**src/sv/pcxd_pkg.sv**
```systemverilog
// ----------------------------------------------------------------------------
// pcxd_pkg
// Shared types, constants and pixel packing for the PCX scanline decoder.
// ----------------------------------------------------------------------------
`default_nettype none

package pcxd_pkg;

  localparam int unsigned MaxBytesPerLine = 1024;
  localparam int unsigned ColW            = $clog2(MaxBytesPerLine);
  localparam int unsigned LenW            = ColW + 1;

  localparam logic [7:0]      RUN_MARK  = 8'hC0;
  localparam logic [7:0]      RUN_COUNT = 8'h3F;
  localparam logic [7:0]      FULL_BYTE = 8'hFF;
  localparam logic [LenW-1:0] LEN_MIN   = LenW'(1);
  localparam logic [LenW-1:0] LEN_MAX   = LenW'(MaxBytesPerLine);
  localparam logic [LenW-1:0] LEN_RESET = LenW'(80);

  localparam logic REG_BYTES_PER_LINE = 1'b0;
  localparam logic REG_PLANE_MODE     = 1'b1;

  localparam logic [1:0] MODE_CHUNKY  = 2'd0;
  localparam logic [1:0] MODE_PLANAR3 = 2'd1;
  localparam logic [1:0] MODE_PLANAR4 = 2'd2;
  localparam logic [1:0] MODE_SPARE   = 2'd3;

  typedef enum logic [1:0] {
    ST_IDLE,
    ST_READ,
    ST_EXEC
  } state_t;

  typedef struct packed {
    logic [31:0]     data;
    logic [ColW-1:0] column;
    logic [15:0]     line_index;
    logic            line_end;
    logic            overrun;
    logic            last;
  } result_t;

  function automatic logic [31:0] pack_pixels(input logic [7:0] r, input logic [7:0] g,
                                              input logic [7:0] b, input logic [7:0] i);
    logic [31:0] word;
    word = '0;
    for (int k = 0; k < 8; k++) begin
      word[8*(k/2) + ((k % 2 == 0) ? 4 : 0) +: 4] = {i[7-k], b[7-k], g[7-k], r[7-k]};
    end
    return word;
  endfunction

endpackage

`default_nettype wire

```
**src/sv/pcxd_out_stage.sv**
```systemverilog
// ----------------------------------------------------------------------------
// pcxd_out_stage
// Output register holding one result word until the sink takes it.
// ----------------------------------------------------------------------------
`default_nettype none

module pcxd_out_stage
  import pcxd_pkg::*;
(
  input  wire logic            clk,
  input  wire logic            rst_n,
  input  wire logic            load,
  input  wire result_t         res,
  output logic                 free,
  output logic                 out_valid,
  input  wire logic            out_ready,
  output logic [31:0]          out_data,
  output logic [ColW-1:0]      out_column,
  output logic [15:0]          out_line_index,
  output logic                 out_line_end,
  output logic                 out_overrun,
  output logic                 out_last
);

  logic    valid_r;
  logic    valid_nxt;
  result_t res_r;

  assign free = !valid_r || out_ready;

  always_comb begin
    valid_nxt = valid_r;
    if (load) begin
      valid_nxt = 1'b1;
    end else if (out_ready) begin
      valid_nxt = 1'b0;
    end
  end

  always_ff @(posedge clk) begin
    if (!rst_n) begin
      valid_r <= 1'b0;
    end else begin
      valid_r <= valid_nxt;
    end
  end

  always_ff @(posedge clk) begin
    if (load) begin
      res_r <= res;
    end
  end

  assign out_valid      = valid_r;
  assign out_data       = res_r.data;
  assign out_column     = res_r.column;
  assign out_line_index = res_r.line_index;
  assign out_line_end   = res_r.line_end;
  assign out_overrun    = res_r.overrun;
  assign out_last       = res_r.last;

endmodule

`default_nettype wire

```
**config.mk**
```make
export PLATFORM = sky130hd
export DESIGN_NAME = pcxd_out_stage
export DESIGN_NICKNAME = d
export VERILOG_FILES = /design/src/sv/pcxd_pkg.sv /design/src/sv/pcxd_out_stage.sv
export SDC_FILE = /design/constraint.sdc
export NUM_CORES = 1
export LEC_CHECK = 0
export BUFFER_PORTS_ARGS = -buffer_cell sky130_fd_sc_hd__buf_4
export CAP_MARGIN = 30
export CORE_ASPECT_RATIO = 2
export CORE_MARGIN = 5
export CORE_UTILIZATION = 43
export CTS_CLUSTER_DIAMETER = 120
export DETAILED_ROUTE_END_ITERATION = 10
export GPL_ROUTABILITY_DRIVEN = 0
export HOLD_SLACK_MARGIN = 0.05
export PLACE_DENSITY = 0.83
export SETUP_SLACK_MARGIN = 0.5
export SYNTH_ARGS = -nofsm -noshare
export SYNTH_HDL_FRONTEND = slang
export SYNTH_SLANG_ARGS = --single-unit
```
**constraint.sdc**
```tcl
create_clock -name clk -period 1.1 [get_ports clk]
set_input_delay 0.33 -clock clk [delete_from_list [all_inputs] [get_ports clk]]
set_output_delay 0.33 -clock clk [all_outputs]
set_load 0.02 [all_outputs]
```
; Word level (Yosys, flattened, before mapping)
; Cells that the tools add are included.
[word_totals]
ram_bits = 0
in_bits = 65
mem_bits_ro = 0
output_inout_bits = 63
elab_cells = 12
mem_count = 0
latch_bits = 0
regBits = 62
[op_classes]
n_mul = 0
n_reduce_logical = 3
addsub = 0
n_eq_ne = 0
n_bitwise = 0
n_div = 0
shifts = 0
n_lt_le_gt_ge = 0
mux = 2
[ops]
columns = cell, n
row1 = 2-to-1 mux 1 bit, 2
row2 = nonzero test 2 bit, 1
row3 = zero test 1 bit, 1
row4 = logical OR 1 bit, 1

; Logic depth before layout (Yosys ltp)
[logic_depth]
ltp_word = 2
ltp_mapped = 2
depth_no_buf = 2

; Worst setup path after synthesis
; OpenSTA, ideal clock, no wires.
[synth_path]
path_type = register to output
start = register valid_r (netlist: out_valid)
end = output free
t_arrival_ns = 0.577
stages_incl_launch_ff = 2
setup_slack_ns = 0.193
required_time_ns = 0.770
path_buffers = 0
cell_sequence = dfxtp_1 -> nand2b_4
[synth_via]
elab_chain_len = 2
[synth_lines]
columns = item, line_no
row1 = "start, declared", pcxd_out_stage.sv:25  ; logic valid_r;
row2 = "start signal, assigned", pcxd_out_stage.sv:44  ; valid_r <= valid_nxt;
row3 = zero test 1 bit, pcxd_out_stage.sv:29  ; assign free = !valid_r || out_ready;
row4 = logical OR 1 bit, pcxd_out_stage.sv:29
row5 = "end, declared", pcxd_out_stage.sv:14  ; output logic free,
; Every way passes these cells.

; Worst setup path after layout
[layout_path]
start = register res_r (netlist bit out_line_index[5])
end = output out_line_index[5]
[layout_lines]
columns = item, line_no
row1 = "start, declared", pcxd_out_stage.sv:27  ; result_t res_r;
row2 = "start signal, assigned", pcxd_out_stage.sv:50  ; res_r <= res;
row3 = "end, declared", pcxd_out_stage.sv:19  ; output logic [15:0] out_line_index,
; No word-level cell between the ends.

==> out/results.txt <==
Synth top area share: 97.4%
First-pass GRT wire length: 7290 um
Clock skew: 0 ns
Pwr/cell area: 1600 mW/mm^2
Slew headroom: 92.1%
Die height: 104 um
H-tree Lvls: 3
Setup violators final: 63
Tightest Pin Transition: 0.118 ns
CTS sink count: 62
Synth cell types: 5
FF+latch area: 0.00186 mm^2
Worst hold slack: 0.167 ns
Final Max Slew Viols: 0
Status: complete, but fails checks
I/O pin cnt: 128
Row count: 34
Max stage delay on crit path: 0.42 ns
Yosys reg bits: 62
CP Class: reg2out
VDD IR max: 1.15 mV
# nets final: 275
Period minus WS final: 1.23 ns
Number of max-cap violations: 0
Mapped Area: 0.00188 mm^2
Finished layout cell area: 0.00349 mm^2
Tcrit/Tclk final: 112%
Path category of the worst min-delay check: in2reg
Die ar.: 0.00588 mm^2
Top cells by area, synth: edfxtp_1 97%, dfxtp_1 1.1%, nand2b_4 0.73%, a21boi_2 0.60%, inv_1 0.20%
Post-Synthesis Cells: 65
Seq/Total Area, Yosys: 98.5%
# fillers: 241
Vias per std cell: 4.47
Leading area contributor after synthesis: edfxtp_1
Dpl cell area: 0.00295 mm^2
Crit-path max FO: 1
Critical path data arrival time: 0.90 ns
Clock buffer depth: 2
Root Buffer: clkbuf_8
Critical Path RT: 0.77 ns
Share of layout cells above drive strength 1: 69.3%
Initial DRC Count: 32
CP Capture Type: primary output
Leakage: 1.48 nW
Setup_tns: -5.39 ns
Met1 usage: 16.4%
Routing usage on met3: 6.48%
Total GRT Usage: 17.5%
Pre-CTS worst setup slack: 0.0471 ns
Core ar.: 0.00430 mm^2
Area Overhead vs Synth: 85.7%
DR pass1 iterations: 2
Clock transition at path regs: 0.07 ns
Initial antenna violation count: 0
GR Layer Usage met2: 30.2%
Syn_nets: 130
Vias in the first global route: 1,362
CP bufs+invs: 1
Critical Path, Cell by Cell: buf_6
Violated checks: setup timing
Hold Violations, Final: 0
Clk_lat worst skew: 0.33 ns
Slowest CP cell: edfxtp_1
Gr busiest metal: met2
Total global routing overflow: 0
Pin count of the biggest net entering global routing: 17
Drt drc: 0
Total wire length: 4920 um
Multi-input combinational cell area: 25.0 um^2
Via count: 1,203
Initial Util: 43.8%
RSZ-0062 raised after global routing: true
# diodes: 0
Setup ws final: -0.131 ns
Drt wl/cell: 18.3 um
FMAX: 0.813 GHz
Yosys warns: 0
Critical Path Start Type: flip-flop
I/O Buffers: 127
Synth Area per Inst: 28.9 um^2
Remaining antenna violation count: 0
Die X: 56.8 um
Top Family by Delay on Critical Path: flip-flops
CTS tree: done
CTS buffer count: 9
## logic make-up (layout without fill, tap and decap cells)
| logic type | after synthesis | after routing | synth area share (%) |
|---|---|---|---|
| buffers and inverters | 1 | 151 | 0.199 |
| AOI/OAI and AO/OA | 1 | 1 | 0.599 |
| and+or+nand+nor | 1 | 1 | 0.732 |
| DFF | 62 | 62 | 98.5 |
## power by group
group / switching (mW) / leakage [nW] / internal [mW] / total (mW)
combinational: 0.403 / 0.784 / 0.530 / 0.933
clock: 0.764 / 0.0929 / 1.00 / 1.77
sequential: 0.0844 / 0.606 / 2.81 / 2.89
## path summary, 6_finish.rpt
check / startpoint / to / slack, ns / depth (start not counted)
worst max-delay path: out_line_index[5] / out_line_index[5] / -0.13 / 1
worst min-delay path: res[4] / out_line_index[1] / 0.17 / 1
worst max register to register: out_valid / out_valid / 0.41 / 3
worst min register to register: out_valid / out_valid / 0.58 / 3
## layout by cell type, fill, tap and decap left out, drive strengths merged
cell | Yosys | final
a21boi | 1 | 1
buf | 0 | 133
bufinv | 0 | 1
clkbuf | 0 | 10
clkinv | 0 | 6
dfxtp | 1 | 1
edfxtp | 61 | 61
inv | 1 | 1
nand2b | 1 | 1
## cell usage after synthesis
| master | instances |
|---|---|
| edfxtp_1 | 61 |
| a21boi_2 | 1 |
| dfxtp_1 | 1 |
| inv_1 | 1 |
| nand2b_4 | 1 |
## layout make-up
cell class / count / share of cell area, %
Tap cell: 54 / 1.93
Inverter: 1 / 0.107
Clock buffer: 9 / 3.55
Timing Repair Buffer: 134 / 39.0
Clock inverter: 7 / 1.58
Sequential cell: 62 / 53.1
Multi-Input combinational cell: 2 / 0.717
## metal layers
metal | routed length, um | vias up | share of wire, %
met2 | 2930 | 77 | 59
met1 | 1390 | 554 | 28
met4 | 179 | 0 | 3.6
li1 | - | 555 | -
met3 | 423 | 17 | 8.6
met5 | 0 | - | 0
## state kept, by name, summed over array words and instances (netlist names)
| register | cells |
|---|---|
| out_data | 32 |
| out_line_index | 16 |
| out_valid | 1 |
| out_column | 10 |
| out_overrun | 1 |
| out_last | 1 |
| out_line_end | 1 |
## stage by stage
step                instances  power [mW]  util, %
global placement          248        3.65     68.5
global route              269        5.82     81.3
CTS                       267        5.62     79.9
detailed placement        248        3.68     68.5
finish                    269        5.59     81.3
floorplan                  65        3.16        -
## timing repair
action / 4_1_cts / 5_1_grt
buffers inserted: 0 / 1
hold buffers: 0 / 0
endpoints found under the setup margin: 107 / 80
cloned: 3 / 1
pin swaps: 0 / 0
gates resized for setup: 63 / 7
No activity file was read; power rests on OpenSTA's default activity.
