<file path="config.mk">
export PLATFORM = sky130hd
export DESIGN_NAME = pcxd_seq
export DESIGN_NICKNAME = d
export VERILOG_FILES = /design/src/sv/pcxd_pkg.sv /design/src/sv/pcxd_seq.sv
export SDC_FILE = /design/constraint.sdc
export NUM_CORES = 1
export LEC_CHECK = 0
export ABC_AREA = 0
export ABC_CLOCK_PERIOD_IN_PS = 4400
export BUFFER_PORTS_ARGS = -buffer_cell sky130_fd_sc_hd__buf_2
export CELL_PAD_IN_SITES_DETAIL_PLACEMENT = 0
export CELL_PAD_IN_SITES_GLOBAL_PLACEMENT = 1
export CORE_MARGIN = 4
export CORE_UTILIZATION = 36
export CTS_CLUSTER_DIAMETER = 120
export DETAILED_ROUTE_END_ITERATION = 12
export HOLD_SLACK_MARGIN = 0.03
export PLACE_DENSITY = 0.87
export SLEW_MARGIN = 20
export SYNTH_ARGS = -nofsm -noshare
export SYNTH_HDL_FRONTEND = slang
export SYNTH_SLANG_ARGS = --single-unit
export TNS_END_PERCENT = 30
</file>
<file path="constraint.sdc">
create_clock -name clk -period 4.4 [get_ports clk]
set_input_delay 0.66 -clock clk [delete_from_list [all_inputs] [get_ports clk]]
set_output_delay 0.66 -clock clk [all_outputs]
set_load 0.01 [all_outputs]
</file>
<file path="src/sv/pcxd_pkg.sv">
// ----------------------------------------------------------------------------
// pcxd_pkg
// Shared types, constants and pixel packing for the PCX scanline decoder.
// ----------------------------------------------------------------------------
`default_nettype none

package pcxd_pkg;

  localparam int unsigned MaxBytesPerLine = 1024;
  localparam int unsigned ColW            = $clog2(MaxBytesPerLine);
  localparam int unsigned LenW            = ColW + 1;

  localparam logic [7:0]      RUN_MARK  = 8'hC0;
  localparam logic [7:0]      RUN_COUNT = 8'h3F;
  localparam logic [7:0]      FULL_BYTE = 8'hFF;
  localparam logic [LenW-1:0] LEN_MIN   = LenW'(1);
  localparam logic [LenW-1:0] LEN_MAX   = LenW'(MaxBytesPerLine);
  localparam logic [LenW-1:0] LEN_RESET = LenW'(80);

  localparam logic REG_BYTES_PER_LINE = 1'b0;
  localparam logic REG_PLANE_MODE     = 1'b1;

  localparam logic [1:0] MODE_CHUNKY  = 2'd0;
  localparam logic [1:0] MODE_PLANAR3 = 2'd1;
  localparam logic [1:0] MODE_PLANAR4 = 2'd2;
  localparam logic [1:0] MODE_SPARE   = 2'd3;

  typedef enum logic [1:0] {
    ST_IDLE,
    ST_READ,
    ST_EXEC
  } state_t;

  typedef struct packed {
    logic [31:0]     data;
    logic [ColW-1:0] column;
    logic [15:0]     line_index;
    logic            line_end;
    logic            overrun;
    logic            last;
  } result_t;

  function automatic logic [31:0] pack_pixels(input logic [7:0] r, input logic [7:0] g,
                                              input logic [7:0] b, input logic [7:0] i);
    logic [31:0] word;
    word = '0;
    for (int k = 0; k < 8; k++) begin
      word[8*(k/2) + ((k % 2 == 0) ? 4 : 0) +: 4] = {i[7-k], b[7-k], g[7-k], r[7-k]};
    end
    return word;
  endfunction

endpackage

`default_nettype wire

</file>
<file path="src/sv/pcxd_seq.sv">
// ----------------------------------------------------------------------------
// pcxd_seq
// Run-length sequencer: steps one decoded byte at a time through the plane
// store and the pixel packer, tracking column, plane and scanline.
// ----------------------------------------------------------------------------
`default_nettype none

module pcxd_seq
  import pcxd_pkg::*;
(
  input  wire logic            clk,
  input  wire logic            rst_n,
  input  wire logic            in_valid,
  output logic                 in_ready,
  input  wire logic [7:0]      in_byte,
  input  wire logic            cfg_valid,
  output logic                 cfg_ready,
  input  wire logic            cfg_index,
  input  wire logic [LenW-1:0] cfg_data,
  output logic                 rd_en,
  output logic [ColW-1:0]      mem_addr,
  output logic [2:0]           wr_en,
  output logic [7:0]           wr_data,
  input  wire logic [7:0]      rd_r,
  input  wire logic [7:0]      rd_g,
  input  wire logic [7:0]      rd_b,
  input  wire logic            out_free,
  output logic                 res_load,
  output result_t              res
);

  state_t          state_r, state_nxt;
  logic            pending_r, pending_nxt;
  logic [5:0]      run_len_r, run_len_nxt;
  logic [5:0]      reps_r, reps_nxt;
  logic [7:0]      byte_r, byte_nxt;
  logic [1:0]      plane_r, plane_nxt;
  logic [ColW-1:0] col_r, col_nxt;
  logic [15:0]     line_r, line_nxt;
  logic [LenW-1:0] len_r, len_nxt;
  logic [1:0]      mode_r, mode_nxt;

  logic [1:0]      last_plane;
  logic            is_last;
  logic            plane_end;
  logic            ended;
  logic            final_rep;
  logic            in_acc;

  assign cfg_ready = 1'b1;
  assign in_ready  = (state_r == ST_IDLE);
  assign in_acc    = in_valid && in_ready;
  assign mem_addr  = col_r;
  assign wr_data   = byte_r;
  assign rd_en     = (state_r == ST_READ);

  always_comb begin
    unique case (mode_r) inside
      MODE_CHUNKY:              last_plane = 2'd0;
      MODE_PLANAR3:             last_plane = 2'd2;
      MODE_PLANAR4, MODE_SPARE: last_plane = 2'd3;
      default:                  last_plane = 2'd3;
    endcase
  end

  assign is_last   = plane_r >= last_plane;
  assign plane_end = ({1'b0, col_r} + LenW'(1)) >= len_r;
  assign ended     = plane_end && is_last;
  assign final_rep = (reps_r == 6'd1) || ended;

  always_comb begin
    res.column     = col_r;
    res.line_index = line_r;
    res.line_end   = ended;
    res.overrun    = ended && (reps_r != 6'd1);
    res.last       = final_rep;
    case (mode_r)
      MODE_CHUNKY:  res.data = {24'd0, byte_r};
      MODE_PLANAR3: res.data = pack_pixels(rd_r, rd_g, byte_r, FULL_BYTE);
      default:      res.data = pack_pixels(rd_r, rd_g, rd_b, byte_r);
    endcase
  end

  always_comb begin
    len_nxt = len_r;
    mode_nxt = mode_r;
    if (cfg_valid && cfg_ready) begin
      unique case (cfg_index)
        REG_BYTES_PER_LINE: begin
          if (cfg_data == '0) begin
            len_nxt = LEN_MIN;
          end else if (cfg_data > LEN_MAX) begin
            len_nxt = LEN_MAX;
          end else begin
            len_nxt = cfg_data;
          end
        end
        REG_PLANE_MODE: mode_nxt = cfg_data[1:0];
        default: ;
      endcase
    end
  end

  always_comb begin
    state_nxt   = state_r;
    pending_nxt = pending_r;
    run_len_nxt = run_len_r;
    reps_nxt    = reps_r;
    byte_nxt    = byte_r;
    plane_nxt   = plane_r;
    col_nxt     = col_r;
    line_nxt    = line_r;
    wr_en       = 3'b000;
    res_load    = 1'b0;
    unique case (state_r)
      ST_IDLE: begin
        if (in_acc) begin
          byte_nxt = in_byte;
          if (pending_r) begin
            pending_nxt = 1'b0;
            run_len_nxt = 6'd0;
            reps_nxt    = run_len_r;
            if (run_len_r != 6'd0) begin
              state_nxt = ST_READ;
            end
          end else if ((in_byte & RUN_MARK) == RUN_MARK) begin
            pending_nxt = 1'b1;
            run_len_nxt = in_byte[5:0] & RUN_COUNT[5:0];
          end else begin
            reps_nxt  = 6'd1;
            state_nxt = ST_READ;
          end
        end
      end
      ST_READ: begin
        state_nxt = ST_EXEC;
      end
      ST_EXEC: begin
        if (!is_last || out_free) begin
          if (is_last) begin
            res_load = 1'b1;
          end else begin
            wr_en[plane_r] = 1'b1;
          end
          reps_nxt = reps_r - 6'd1;
          if (plane_end) begin
            col_nxt = '0;
            if (is_last) begin
              plane_nxt = 2'd0;
              line_nxt  = line_r + 16'd1;
            end else begin
              plane_nxt = plane_r + 2'd1;
            end
          end else begin
            col_nxt = col_r + ColW'(1);
          end
          state_nxt = final_rep ? ST_IDLE : ST_READ;
        end
      end
      default: state_nxt = ST_IDLE;
    endcase
  end

  always_ff @(posedge clk) begin
    if (!rst_n) begin
      state_r   <= ST_IDLE;
      pending_r <= 1'b0;
      run_len_r <= 6'd0;
      reps_r    <= 6'd0;
      plane_r   <= 2'd0;
      col_r     <= '0;
      line_r    <= 16'd0;
      len_r     <= LEN_RESET;
      mode_r    <= MODE_CHUNKY;
    end else begin
      state_r   <= state_nxt;
      pending_r <= pending_nxt;
      run_len_r <= run_len_nxt;
      reps_r    <= reps_nxt;
      plane_r   <= plane_nxt;
      col_r     <= col_nxt;
      line_r    <= line_nxt;
      len_r     <= len_nxt;
      mode_r    <= mode_nxt;
    end
  end

  always_ff @(posedge clk) begin
    byte_r <= byte_nxt;
  end

endmodule

`default_nettype wire

</file>
## Word level (Yosys, flattened, before mapping)

Index checks and enable logic that the tools add are counted.

| word-level totals | value |
|---|---|
| logic and storage cells | 83 |
| memory bits (writable) | 0 |
| latch bits | 0 |
| output and inout bits | 86 |
| ROM bits | 0 |
| register bits after elaboration | 64 |
| input port bits | 49 |
| memories kept | 0 |

| cells by class | value |
|---|---|
| equal/unequal tests | 10 |
| multipliers | 0 |
| div/mod/pow operators | 0 |
| add/sub/neg operators | 5 |
| reductions and logical operators | 22 |
| muxes and demuxes | 30 |
| order comparisons | 5 |
| shift operators | 0 |
| bitwise logic cells | 1 |

Operators by type and width:

| kind | number |
|---|---|
| one-hot mux 32 bit (2 select lines) | 1 |
| two-way mux 6 bit | 6 |
| two-way mux 11 bit | 2 |
| adder 16 x 1 -> 16 bit (second input constant) | 1 |
| two-way mux 2 bit | 6 |
| one-hot mux 6 bit (2 select lines) | 1 |
| AND reduction 4 bit | 3 |
| adder 10 x 1 -> 11 bit (second input constant) | 1 |
| greater-or-equal comparator 11 bit | 1 |
| greater-than comparator 11 bit (second input constant) | 1 |
| zero test 11 bit | 1 |
| adder 10 x 1 -> 10 bit (second input constant) | 1 |
| two-way mux 10 bit | 1 |
| two-way mux 3 bit | 3 |
| AND reduction 2 bit | 4 |
| two-way mux 1 bit | 7 |
| equality test 6 x 1 -> 1 bit (second input constant) | 1 |
| inequality test 6 x 1 -> 1 bit (second input constant) | 1 |
| one-hot mux 2 bit (3 select lines) | 1 |
| AND reduction 3 bit | 2 |
| nonzero test 6 bit | 1 |
| subtractor 6 x 1 -> 6 bit (second input constant) | 1 |
| equality test 2 x 1 -> 1 bit (second input constant) | 2 |
| equality test 2 bit (second input constant) | 2 |
| 16 further kinds | 22 |

## Logic depth before layout (Yosys ltp)

| depth | value |
|---|---|
| depth after elaboration | 8 |
| depth in mapped cells | 14 |
| mapped depth without buffers | 12 |

## Worst setup path after synthesis

OpenSTA, ideal clock, no wires.

| timing path | value |
|---|---|
| path kind | flip-flop to output port |
| start point | register col_r[0] (netlist: mem_addr[0]) |
| end point | output res[1] in the netlist's numbering |
| path buffers | 2 |
| required time | 3740 ps |
| path slack | 942 ps |
| arrival time | 2798 ps |
| stages on the path, launching flop included | 14 |
| cells stage by stage | dfxtp_1 > ha_1 > and3_1 > nand3_1 > xnor2_1 > ha_1 > nand4_1 > nor3_1 > a21oi_2 > and2_1 > buf_2 > buf_6 > nor2_1 > and2_1 |

RTL lines:

| item | line | source |
|---|---|---|
| from (decl) | pcxd_seq.sv:38 | `logic [ColW-1:0] col_r, col_nxt;` |
| from (signal assigned) | pcxd_seq.sv:181 | `col_r <= col_nxt;` |
| to (decl) | pcxd_seq.sv:29 | `output result_t res` |

==> results.toml <==
[global_routing]
grt_pass1_wl_mm = 15.6
overflow = 0
grt_pass1_vias = 3206
antenna_found_initial = 0
grt_use_total = 0.160
grt_start_max_net_pins = 37

[sta]
timing.final.crit_period_ps = 4080
relSlewSlack = 0.520
setup_violations = 0
hold_violations = 0
fmax_mhz = 245
fin_crit_sh = 0.927
tns_ps = 0
rsz0062_at_grt = "false"
clock_skew_ps = 5.97
maxSlewViolCount = 0
worst_pin_slew_ps = 719

[die]
num_io_pins = 135
die-area_um2 = 12100
die_w_um = 110
die_h_um = 110
rows = 36
core_area_um2 = 9950
initial_utilization = 0.375

[drt]
drtIter0Drc = 201
drc = 0
wire_per_inst_um = 14.0
drtAntennaViolNets = 0
drt-total-wl_mm = 9.67
drt-vias-per-instance = 5.06
num_vias = 3495
first_pass_iters = 4

[synth]
synth_adder_area_share = 0.0671
synth_compound_area_frac = 0.178
synth-async-reset-ratio = 0
yosys_warnings = 0
synthCells = 443
synth_cell_types = 57
synthFlopType = "dfxtp_1"
synth-seq-area-share = 0.365
yosys-mux-area-fraction = 0.0392
synth-xor-area-share = 0.0258
syn_area_per_cell_um2 = 8.42
syn_area_um2 = 3730
synth_top_family_by_area = "simple AND/OR/NAND/NOR gates"
synth-seq-cells = 64
synth-edff-count = 8
synth-simple-area-share = 0.244
syn_nets = 512

[cts]
numCtsBuffers = 9
post_cts_buffers = 0
cts.sinks = 64
post_cts_resized = 0
root_buffer = "clkbuf_8"
cts_tree = "yes"
clock_latency_ps = 330
cts_max_level = 3
clock_path_buffers = 2
cts_hold_buf = 0
clk_pin_slew_ps = 70

[critical_path]
worstPathRequired_ps = 3740
start_kind = "register"
path_cells = "ha_1, and3_1, nand3_1, xnor2_1, ha_1, nand4_1, nor3_1, a21oi_2, and2_1, nor2_1, and2_1, buf_2"
cp_slowest_cell = "and2_1"
crit_path_start = "mem_addr[0]"
crit_path_end_kind = "primary output"
slowest_delay_ps = 500
crit_arrival_ps = 3420
cp_max_fo = 13
worstSetupPathType = "reg2out"
rr_startpoint = "mem_addr[0]"

[power]
p_per_area_nw_per_um2 = 289
cellLeakagePower_nw = 2.08
peakVddDrop_mv = 0.134
fin_total_pwr_w = 0.00132

[placement]
hpwl_mm = 7.38
place.gp.congestion = 0.813
placed_area_um2 = 4370
port_buffers = 133

[layout]
drive_gt1_frac = 0.297
synthToLayoutAreaGrowth_pct = 22.2
diodes = 0
mostFrequentLayoutCells = "133 x buf_2, 56 x dfxtp_1, 48 x nand2_1, 35 x nor2_1, 29 x a21oi_1"
final_area_um2 = 4560
layout_commonest_cell = "buf_2"
fillers = 1002
nNetsFinal = 622

[hold_path]
min_from = "reps_r[5]"
hp-class = "reg2reg"

[run_status]
status = "finished clean"

[job]
drv_cap = 0
==> kinds of logic (layout without fill, tap and decap cells) <==
family | count (synthesis) | after routing
adder cells (fa/ha/maj) | 20 | 20
multiplexers | 14 | 14
flip-flops | 64 | 64
buffers and inverters | 60 | 175
AO/OA/AOI/OAI | 94 | 94
AND/OR/NAND/NOR | 179 | 179
XOR/XNOR | 11 | 11
other | 1 | 1
==> worst paths after layout <==
| kind | end | slack (ps) | cells after the start |
|---|---|---|---|
| setup / recovery | res[1] | 320 | 12 |
| hold / removal | reps_r[5] | 480 | 2 |
| setup reg to reg | line_r[8] | 890 | 12 |
| hold reg to reg | reps_r[5] | 480 | 2 |
==> power by group <==
part / internal [W] / switching, W / total [W] / leakage (nW)
sequential: 0.000613 / 0.0000244 / 0.000637 / 0.531
clock: 0.000248 / 0.000215 / 0.000463 / 0.0992
combinational: 0.0000908 / 0.000127 / 0.000218 / 1.45
==> through the flow <==
stage          hold slack, ps  setup slack, ps  instances   util
2_1_floorplan             447              942        443      -
3_3_place_gp              463              787        675  0.439
3_5_place_dp              470              661        675  0.439
4_1_cts                   479              267        691  0.458
5_1_grt                   508             42.6        691  0.458
6_report                  479              323        691  0.458
==> per-layer routing <==
layer,vias to the layer above,part of all wire,track usage
li1,1787,-,-
met1,1597,0.48,0.227
met2,95,0.44,0.242
met3,16,0.056,0.0352
met4,0,0.016,0.0472
met5,-,0,0
==> sequential cells by signal (all words and copies together) (netlist names) <==
register	flops
run_len_r	6
mode_r	2
state_r	2
pending_r	1
line_r	16
len_r	11
mem_addr	10
wr_data	8
reps_r	6
plane_r	2
==> critical path, delay by kind of cell (launching register included) <==
family,cells,cell delay [ps]
adder cells (fa/ha/maj),2,580
AO/OA/AOI/OAI,1,310
XOR/XNOR,1,180
AND/OR/NAND/NOR,7,1430
flip-flops,1,440
buffers and inverters,1,130
==> cell usage after synthesis (5+ instances only) <==
master | instances | area share
nor2b_1 | 16 | 0.027
edfxtp_1 | 8 | 0.064
buf_4 | 14 | 0.028
nand2_1 | 48 | 0.048
a22o_1 | 11 | 0.026
a22oi_1 | 8 | 0.016
dfxtp_1 | 56 | 0.30
o21ai_1 | 8 | 0.011
o31ai_1 | 5 | 0.010
nor3b_1 | 5 | 0.010
a21oi_1 | 29 | 0.039
xnor2_1 | 8 | 0.019
nor3_1 | 7 | 0.0094
clkbuf_1 | 16 | 0.016
mux2_2 | 5 | 0.015
and3_1 | 7 | 0.012
nand2b_1 | 11 | 0.018
nand3_1 | 20 | 0.027
ha_1 | 20 | 0.067
inv_1 | 21 | 0.021
mux2i_1 | 9 | 0.024
nand4_1 | 6 | 0.010
nor2_1 | 36 | 0.036
==> layout make-up <==
type | instances | area (um^2) | share of cell area
clock buffers | 13 | 169 | 0.0370
clock inverters | 3 | 15.0 | 0.00329
inverters | 23 | 86.3 | 0.0189
multi-input cells | 319 | 2070 | 0.455
flip-flops and latches | 64 | 1360 | 0.298
well taps | 133 | 166 | 0.0365
repair buffers | 136 | 688 | 0.151
(Power assumes the default switching activity.)
